### config.mk
export PLATFORM = sky130hd
export DESIGN_NAME = ctgt_map_ram
export DESIGN_NICKNAME = d
export VERILOG_FILES = /design/src/rtl/ctgt_map_ram.sv
export SDC_FILE = /design/constraint.sdc
export NUM_CORES = 2
export LEC_CHECK = 0
export BUFFER_PORTS_ARGS = -buffer_cell sky130_fd_sc_hd__clkbuf_2
export CAP_MARGIN = 20
export CORE_MARGIN = 1.5
export CORE_UTILIZATION = 39
export DETAILED_ROUTE_END_ITERATION = 10
export SLEW_MARGIN = 20
export SYNTH_ARGS = -nofsm -noshare
export SYNTH_HDL_FRONTEND = slang
export SYNTH_SLANG_ARGS = --single-unit
### constraint.sdc
create_clock -name clk -period 5.07 [get_ports clk]
set_input_delay 0.7605 -clock clk [delete_from_list [all_inputs] [get_ports clk]]
set_output_delay 0.7605 -clock clk [all_outputs]
set_load 0.01 [all_outputs]
### src/rtl/ctgt_map_ram.sv
module ctgt_map_ram #(
  parameter int DEPTH = 128,
  parameter int WIDTH = 32
) (
  input  logic                     clk,
  input  logic                     we,
  input  logic [$clog2(DEPTH)-1:0] waddr,
  input  logic [WIDTH-1:0]         wdata,
  input  logic                     re,
  input  logic [$clog2(DEPTH)-1:0] raddr,
  output logic [WIDTH-1:0]         rdata
);

  logic [WIDTH-1:0] mem [DEPTH];

  // Write port
  always_ff @(posedge clk) begin
    if (we) begin
      mem[waddr] <= wdata;
    end
  end

  // Registered read port, holds until the next read
  always_ff @(posedge clk) begin
    if (re) begin
      rdata <= mem[raddr];
    end
  end

endmodule

==> results.cfg <==
[critical_path]
crit_arrival_ns = 4.21
path_class = input port to flip-flop
cp_max_fo = 52
startpoint_type = input port
required_ns = 5.78
worst_setup_path_end_kind = flip-flop

[power_and_ir_drop]
clockPowerShare_pct = 41.7
p_leak_uw = 0.0547
sw_frac_of_total_pct = 21.8
irDropWorstVdd_uv = 302
powerDensity_mw_per_mm2 = 397
p_sw_uw = 15600
p_int_uw = 55900
power_frac_comb_pct = 5.3
seqPwrFrac_pct = 53.0

[floorplanning]
die_area_mm2 = 0.405
row_count = 232
die_x_um = 637
start_util_pct = 39.2
die_height_um = 637
core_mm2 = 0.399
io_pins = 81

[timing]
fin_crit_sh_pct = 69.0
max_freq_ghz = 0.286
worst_pin_slew_ns = 1.08
hold_violations = 0
timing.final.crit_period_ns = 3.50
hold_ws_ns = 0.132
setup_violations = 0
slew_headroom_pct = 27.7
rsz0062_at_grt = no
setup_tns_ns = 0
slew_violations = 0
finalClockSkew_ns = 0.0928

[logic_synthesis]
syn_nets = 6039
async_reset_ff_share_pct = 0
synth_common_cells = edfxtp_1 (4128), mux4_2 (1344), clkbuf_1 (182)
yosys.area.top_type_share_pct = 79.2
ys_seq_elements = 4128
synth.most_common_cell = edfxtp_1
syn_area_mm2 = 0.157
synthFlopType = edfxtp_1
synth_top_cells_by_area = edfxtp_1 (79%), mux4_2 (19%), clkbuf_1 (0.44%), nor2_1 (0.29%), buf_2 (0.25%)
yosysWarnings = 0
synth-edff-count = 4128
ys_seq_area_share_pct = 79.2
synth_area_per_cell_um2 = 26.1
netlist_instances = 5990
synth.distinct_cells = 16
synth_top_area_cell = edfxtp_1

[grt]
grt_usage_pct = 21.4
antenna_found_initial = 56
grt_pass1_vias = 72522
grt_overflow = 0
grt_max_degree = 92
grt_pass1_wl_mm = 603

[clocking]
cts_buffer_depth = 4
root_buffer = clkbuf_16
cts_resized = 0
cts_tree = yes
hold_buffers = 0
htreeDepth = 5
numCtsBuffers = 417
clock_latency_ns = 1.02
cts.clk_slew.worst_paths_ns = 0.06
cts_setup_buffers = 0
clock-sinks = 4128

[routing]
viasPerCell = 5.95
vias = 72383
drt-wirelength-per-cell_um = 36.1
drc = 0
wirelength_mm = 439
first_pass_iters = 6
antenna_left = 0
drt_iter0_markers = 10231

[layout]
drive_gt1_share_pct = 36.3
seqCellArea_mm2 = 0.124
fin_nets = 6554
n_fill_cell = 32568
syn_to_final_growth_pct = 14.8
multi_input_area_mm2 = 0.0323

[run_status]
status = finished, final reports clean

[hold_path]
hp-class = input port to flip-flop

[placement]
dp_hpwl_mm = 253
place_congestion = 0.812
numPortBuffers = 80

[flow_run]
drv_cap = 0
-- placed cells by master (no fill, tap or decap) --
| cell type | Yosys | final |
|---|---|---|
| edfxtp_1 | 4128 | 4128 |
| mux4_2 | 1344 | 1344 |
| clkbuf_16 | 0 | 421 |
| buf_4 | 3 | 308 |
| nor2_4 | 0 | 119 |
| clkbuf_1 | 182 | 103 |
| clkinv_1 | 0 | 100 |
| clkinv_2 | 0 | 78 |
| buf_12 | 0 | 57 |
| clkbuf_2 | 0 | 41 |
| diode_2 | 0 | 38 |
| mux2_2 | 32 | 32 |
| bufinv_16 | 0 | 29 |
| nand2_1 | 14 | 11 |
| inv_6 | 0 | 10 |
| clkinv_16 | 0 | 10 |
| nor3_2 | 0 | 9 |
| clkinvlp_4 | 0 | 9 |
| nand3_1 | 12 | 8 |
| nor2b_1 | 7 | 7 |
| nand3_2 | 0 | 4 |
| clkinv_8 | 0 | 4 |
| nor2_1 | 122 | 3 |
| nand4_1 | 3 | 3 |
| nand2_2 | 0 | 3 |
| inv_16 | 0 | 3 |
| buf_8 | 0 | 3 |
| buf_6 | 2 | 3 |
| nand2b_1 | 2 | 2 |
| clkinv_4 | 0 | 2 |
| or3_1 | 1 | 1 |
-- power by group through the flow --
stage | sequential (uW) | combinational, uW | clock, uW
after global routing | 37800 | 3940 | 31500
after floorplan | 38500 | 1820 | 0
after detailed placement | 38600 | 3840 | 0
after CTS | 37900 | 3850 | 30200
final | 37900 | 3810 | 29800
after global placement | 38600 | 3790 | 0
-- cell type report --
class | instances | share of cell area, %
clock inverters | 245 | 1.24
multi-input cells | 1546 | 18.0
diodes | 38 | 0.0529
repair buffers | 412 | 2.08
well taps | 5265 | 3.66
clock buffers | 524 | 6.07
flip-flops and latches | 4128 | 68.9
-- cell families after synthesis --
family	synth area share (%)
simple gates	0.445
buf+inv	0.837
flops	79.2
mux	19.6
-- worst paths after layout --
kind                               from                    end  slack [ns]  depth (start not counted)
setup / recovery               raddr[2]    rdata[16]$_DFFE_PP_        1.57                          7
hold / removal                wdata[29]  mem[71][29]$_DFFE_PP_        0.13                          1
setup reg to reg  mem[63][29]$_DFFE_PP_    rdata[29]$_DFFE_PP_        2.18                          4
hold reg to reg    mem[76][8]$_DFFE_PP_     rdata[8]$_DFFE_PP_        1.20                          4
-- sequential cells by signal (all words and copies together) (netlist names) --
name	count
mem	4096
rdata	32
-- worst max-delay path, stage by stage --
cell,delay [ns]
buf_8,0.31
buf_12,0.34
buf_4,0.47
mux4_2,0.39
mux4_2,0.61
mux4_2,0.71
mux2_2,0.40
-- per-stage QoR --
step | setup WS [ns] | cell area [um2] | total power [uW] | util (%) | instances
6_report | 1.57 | 180000 | 71500 | 45.0 | 12158
5_1_grt | 1.59 | 180000 | 73300 | 45.0 | 12128
4_1_cts | 1.66 | 180000 | 71900 | 45.0 | 12120
3_5_place_dp | 0.612 | 167000 | 42400 | 41.7 | 11351
3_3_place_gp | 0.606 | 167000 | 42400 | 41.7 | 11351
2_1_floorplan | 1.07 | 157000 | 40300 | - | 5990
-- layer usage --
| layer | GRT usage [%] | routed length (um) | up-vias |
|---|---|---|---|
| met2 | 34.2 | 211000 | 3754 |
| li1 | - | - | 27564 |
| met3 | 3.70 | 40200 | 590 |
| met4 | 6.53 | 13400 | 30 |
| met5 | 0 | 184 | - |
| met1 | 30.4 | 174000 | 40445 |
(Power assumes the default switching activity.)
