`src/rtl/ctgt_pkg.sv`:
```
package ctgt_pkg;

  // Sizing of the bitmap and the report
  localparam int MAX_CHUNKS = 4096;
  localparam int MAX_RANGES = 48;
  localparam int WORD_W     = 32;
  localparam int MAP_WORDS  = (MAX_CHUNKS + WORD_W - 1) / WORD_W;
  localparam int WADDR_W    = $clog2(MAP_WORDS);
  localparam int BIT_W      = $clog2(WORD_W);
  localparam int CNT_W      = 13;
  localparam int SEQ_W      = 16;
  localparam int RCNT_W     = $clog2(MAX_RANGES + 1);

  typedef enum logic [1:0] {
    ACT_START  = 2'd0,
    ACT_CHUNK  = 2'd1,
    ACT_REPORT = 2'd2
  } action_t;

  typedef enum logic [2:0] {
    ST_STARTED      = 3'd0,
    ST_STORED       = 3'd1,
    ST_DUPLICATE    = 3'd2,
    ST_OUT_OF_RANGE = 3'd3,
    ST_GAP          = 3'd4,
    ST_COMPLETE     = 3'd5
  } status_t;

  typedef enum logic [2:0] {
    S_IDLE,
    S_PUSH,
    S_CHK,
    S_RPT_RD,
    S_RPT_SCAN,
    S_FLUSH
  } state_t;

  // Result of searching one bitmap word for the next gap edge
  typedef struct packed {
    logic             found;
    logic [BIT_W-1:0] bitpos;
    logic             last_word;
  } scan_res_t;

endpackage

```
`src/rtl/ctgt_word_scan.sv`:
```
module ctgt_word_scan
  import ctgt_pkg::*;
(
  input  logic [WORD_W-1:0]  word,
  input  logic [BIT_W-1:0]   pos,
  input  logic               in_gap,
  input  logic [WADDR_W-1:0] row,
  input  logic [CNT_W-1:0]   total,
  output scan_res_t          res
);

  logic [WORD_W-1:0] have;
  logic [WORD_W-1:0] target;
  logic [CNT_W-1:0]  next_base;

  // Bits at or past the total count as received so a gap closes there
  always_comb begin
    for (int b = 0; b < WORD_W; b++) begin
      have[b] = word[b] || (CNT_W'({row, BIT_W'(b)}) >= total);
    end
  end

  // Look for a received bit inside a gap, a missing bit outside one
  assign target = (in_gap ? have : ~have) & ({WORD_W{1'b1}} << pos);

  assign next_base = CNT_W'({row, {BIT_W{1'b0}}}) + CNT_W'(WORD_W);

  // Lowest matching bit
  always_comb begin
    res.found     = 1'b0;
    res.bitpos    = '0;
    res.last_word = (next_base >= total);
    for (int b = WORD_W - 1; b >= 0; b--) begin
      if (target[b]) begin
        res.found  = 1'b1;
        res.bitpos = BIT_W'(b);
      end
    end
  end

endmodule

```
`config.mk`:
```
export PLATFORM = sky130hd
export DESIGN_NAME = ctgt_word_scan
export DESIGN_NICKNAME = d
export VERILOG_FILES = /design/src/rtl/ctgt_pkg.sv /design/src/rtl/ctgt_word_scan.sv
export SDC_FILE = /design/constraint.sdc
export NUM_CORES = 1
export LEC_CHECK = 0
export BUFFER_PORTS_ARGS = -buffer_cell sky130_fd_sc_hd__buf_2
export CAP_MARGIN = 5
export CORE_MARGIN = 2
export CORE_UTILIZATION = 53
export DETAILED_ROUTE_END_ITERATION = 16
export PLACE_DENSITY_LB_ADDON = 0.1
export SLEW_MARGIN = 20
export SYNTH_ARGS = -nofsm -noshare
export SYNTH_HDL_FRONTEND = slang
export SYNTH_SLANG_ARGS = --single-unit
```
`constraint.sdc`:
```
create_clock -name vclk -period 2.5
set_input_delay 0 -clock vclk [all_inputs]
set_output_delay 0 -clock vclk [all_outputs]
set_load 0.005 [all_outputs]
```
==> flow_summary.ini, run 1 <==
[run_status]
status = did not finish
haltStage = global routing (5_1_grt)
error = [ERROR GRT-0232] Routing congestion too high. Check the congestion heatmap in the GUI.

[synthesis]
syn_inst = 414
synth_nets = 489
yosysWarnings = 0
synth_area_um2 = 2860
syn_avg_cell_area_um2 = 6.90
synth_cell_types = 78
ys_seq_area_frac = 0

[die]
pin_count = 65
start_util = 0.556
rows = 26
die_h_um = 77.4
die_x_um = 77.4

[grt]
grt_max_degree = 37
global_route.overflow_total = 283
gr-usage-all-layers = 0.901

[placement]
io_buffer_count = 65
placed_area_um2 = 3920
gp_congestion = 1.00
hpwl_um = 8760

[timing]
endpoint_type = top-level output
grt-worst-endpoint = res[6]

[cts]
holdBufCountCts = 0
==> per-layer routing <==
layer,GRT usage,overflow
met1,0.850,4
met2,1.13,185
met3,0.669,5
met4,1.05,89
met5,0.236,0
==> repair_timing <==
item | in CTS
gates cloned | 3
buffers inserted | 14
setup endpoints to repair | 6
resized for setup | 64
pin swaps | 25
endpoints found under the hold margin | 0
==> cell usage after synthesis (3+ instances only) <==
cell	instances	area, um2
xnor2_1	17	149
nand2_1	34	128
inv_1	18	67.6
clkbuf_1	14	52.6
a2111oi_2	4	60.1
o211a_1	3	30.0
and2_1	9	56.3
o21ai_0	17	85.1
a211oi_2	4	50.1
o2111ai_1	3	26.3
nor4_1	5	31.3
xor2_1	3	26.3
a31o_2	4	35.0
ha_1	17	213
o221ai_1	5	43.8
buf_2	16	80.1
o31ai_1	7	52.6
and3_1	5	31.3
a2111oi_0	3	26.3
nor2b_1	5	31.3
o211ai_1	14	105
o22ai_1	4	25.0
a21oi_1	19	95.1
a31oi_1	8	50.1
nor3_1	12	60.1
nand4_1	5	31.3
o21a_1	11	82.6
a211o_1	3	26.3
nand3_1	9	45.0
a21o_1	9	67.6
mux2i_1	8	80.1
a41oi_1	9	78.8
buf_4	3	22.5
nand3b_1	4	30.0
mux2_2	4	45.0
a211oi_1	11	82.6
or2_2	6	37.5
or3_1	4	25.0
a41o_1	3	30.0
a221oi_1	4	35.0
nor2_1	23	86.3
==> through the flow <==
stage               setup slack, ns  hold WS (ns)  utilization  cells  setup TNS (ns)
floorplan                     0.109         0.332            -    414               0
global placement             -0.335         0.585        0.762    621           -1.52
detailed placement           -0.408         0.630        0.762    621           -2.10
CTS                          -0.156         0.637        0.869    638          -0.666
==> cells by family after synthesis <==
family / Yosys count / synth area share
AO/OA/AOI/OAI: 170 / 0.461
AND/OR/NAND/NOR: 140 / 0.273
buffers and inverters: 55 / 0.0859
XOR/XNOR: 20 / 0.0613
adder cells (fa/ha/maj): 17 / 0.0745
multiplexers: 12 / 0.0438
==> inputs of run 2 (changes only) <==
--- a/config.mk
+++ b/config.mk
@@ -8,9 +8,9 @@
 export BUFFER_PORTS_ARGS = -buffer_cell sky130_fd_sc_hd__buf_2
 export CAP_MARGIN = 5
 export CORE_MARGIN = 2
-export CORE_UTILIZATION = 53
+export CORE_UTILIZATION = 40
 export DETAILED_ROUTE_END_ITERATION = 16
-export PLACE_DENSITY_LB_ADDON = 0.1
+export PLACE_DENSITY_LB_ADDON = 0.15
 export SLEW_MARGIN = 20
 export SYNTH_ARGS = -nofsm -noshare
 export SYNTH_HDL_FRONTEND = slang
==> constraint.sdc (replaced) <==
create_clock -name vclk -period 3.2
set_input_delay 0 -clock vclk [all_inputs]
set_output_delay 0 -clock vclk [all_outputs]
set_load 0.005 [all_outputs]
==> run 2 against run 1 <==
The run now ends clean. Synthesized cell count unchanged. Area after synthesis unchanged.
==> flow_summary.ini, run 2 <==
[run_status]
status = completed

[routing]
via_count = 3562
drt-initial-drc-count = 342
drt_wl_total_um = 10400
via_per_inst = 6.41
dr.pass1.iters = 5
drc = 0
ant_nets = 0
wire_per_inst_um = 18.7

[layout]
clkbuf_count = 0
final_nets = 537
seqCellArea_um2 = 0
fillers = 721
seq_cell_count = 0
diodes = 0
area_growth_syn_to_layout_pct = 14.8
drive_above_1_share = 0.261
final_cell_mix = buf_2 (65), nand2_1 (34), nor2_1 (23), a21oi_1 (19), inv_1 (18)
design_area_um2 = 3280
final_common_cell = buf_2

[grt]
first_global_vias = 3474
grt_pass1_wl_um = 16800
antenna_found_initial = 0
global_route.overflow_total = 0
grt_max_degree = 37
gr-usage-all-layers = 0.267

[die]
pin_count = 65
die_h_um = 88.5
core-area_um2 = 6870
start_util = 0.416
die_area_um2 = 7830
die_x_um = 88.5
rows = 30

[synthesis]
synth.area.top_cells = ha_1 (7.4%), xnor2_1 (5.2%), nand2_1 (4.5%)
synth_area_um2 = 2860
syn_avg_cell_area_um2 = 6.90
synth_cell_types = 78
ys_seq_area_frac = 0
yosysWarnings = 0
post-synth-top-count-cell = nand2_1
syn_inst = 414
ys_top_cells_by_count = nand2_1 (34), nor2_1 (23), a21oi_1 (19)
synth_nets = 489
netlist.area_leader.share = 0.0745
yosysTopAreaCell = ha_1

[timing]
slew_violations = 0
period_needed_ns = 2.99
fmax_mhz = 334
rsz0062_at_grt = no
setup_viol = 0
final.setup.tns_ns = 0
slew_headroom = 0.632
hold_ws_ns = 0.614
hold_viol_final = 0
min_period_over_period = 0.934
tightest_slew_ns = 0.552

[setup_path]
required_ns = 3.20
cp-end-kind = primary output
cp_max_fo = 12
cp-start-kind = input port
cp_data_arrival_time_ns = 2.99
path_class = input port to primary output

[power_and_ir_drop]
p_leak_nw = 1.37
swShare = 0.588
p_sw_w = 0.000324
internal-power_w = 0.000227
combinationalPowerShare = 1.000
ir_drop_v = 0.0000595
cellPowerDensity_nw_per_um2 = 168
seq_power_share = 0
p_clk_frac = 0

[cts]
holdBufCountCts = 0
post_cts_buffers = 0

[placement]
io_buffer_count = 65
gp_congestion = 0.941
hpwl_um = 8090
placed_area_um2 = 3270

[flow_run]
max_cap_viol_count = 0

[worst_hold_path]
min_path_type = input port to primary output
==> run 2: path summary, 6_finish.rpt <==
check	cells after the start	start	to	slack, ns
hold / removal	6	total[10]	res[0]	0.61
setup / recovery	10	row[3]	res[6]	0.21
==> run 2: routing by layer <==
layer	GRT usage	share of wire	up-vias
met4	0.0771	0.028	0
met1	0.344	0.43	1673
met5	0	0	-
met2	0.483	0.49	140
met3	0.0112	0.054	23
li1	-	-	1726
==> run 2: final cells by class <==
class | count | area (um2) | share of cell area
multi-input cells | 359 | 2620 | 0.800
inverters | 19 | 71.3 | 0.0217
well taps | 96 | 120 | 0.0366
repair buffers | 82 | 465 | 0.142
==> run 2: critical path: stages <==
cell and delay (ns):
buf_2 0.13, ha_1 0.35, a21oi_2 0.36, o21a_1 0.46, o211ai_1 0.16, xnor2_1 0.33, o22ai_1 0.16, or4b_4 0.53
or3_1 0.38, buf_2 0.13
==> run 2: logic make-up (layout without fill, tap and decap cells) <==
group / count (synthesis) / after routing / share of synthesized area
AO/OA/AOI/OAI: 170 / 170 / 0.461
AND/OR/NAND/NOR: 140 / 140 / 0.273
XOR/XNOR: 20 / 20 / 0.0613
adder cells (fa/ha/maj): 17 / 17 / 0.0745
buffers and inverters: 55 / 101 / 0.0859
multiplexers: 12 / 12 / 0.0438
==> run 2: through the flow <==
step,total power [W],setup slack [ns],utilization,cells
6_report,0.000551,0.210,0.478,556
5_1_grt,0.000605,0.0246,0.478,556
4_1_cts,0.000541,0.189,0.476,556
3_5_place_dp,0.000538,0.177,0.476,556
3_3_place_gp,0.000533,0.213,0.476,556
2_1_floorplan,0.000379,0.809,-,414
==> run 2: timing repair <==
action / CTS / global route
hold endpoints to repair: 0 / 0
setup endpoints to repair: 0 / 3
gates resized for setup: 0 / 2
==> run 2: power by group through the flow <==
stage | sequential [W] | combinational (W) | clock, W
finish | 0 | 0.000551 | 0
global route | 0 | 0.000605 | 0
CTS | 0 | 0.000541 | 0
detailed placement | 0 | 0.000538 | 0
global placement | 0 | 0.000533 | 0
floorplan | 0 | 0.000379 | 0
Power figures use the tool's default switching activity.
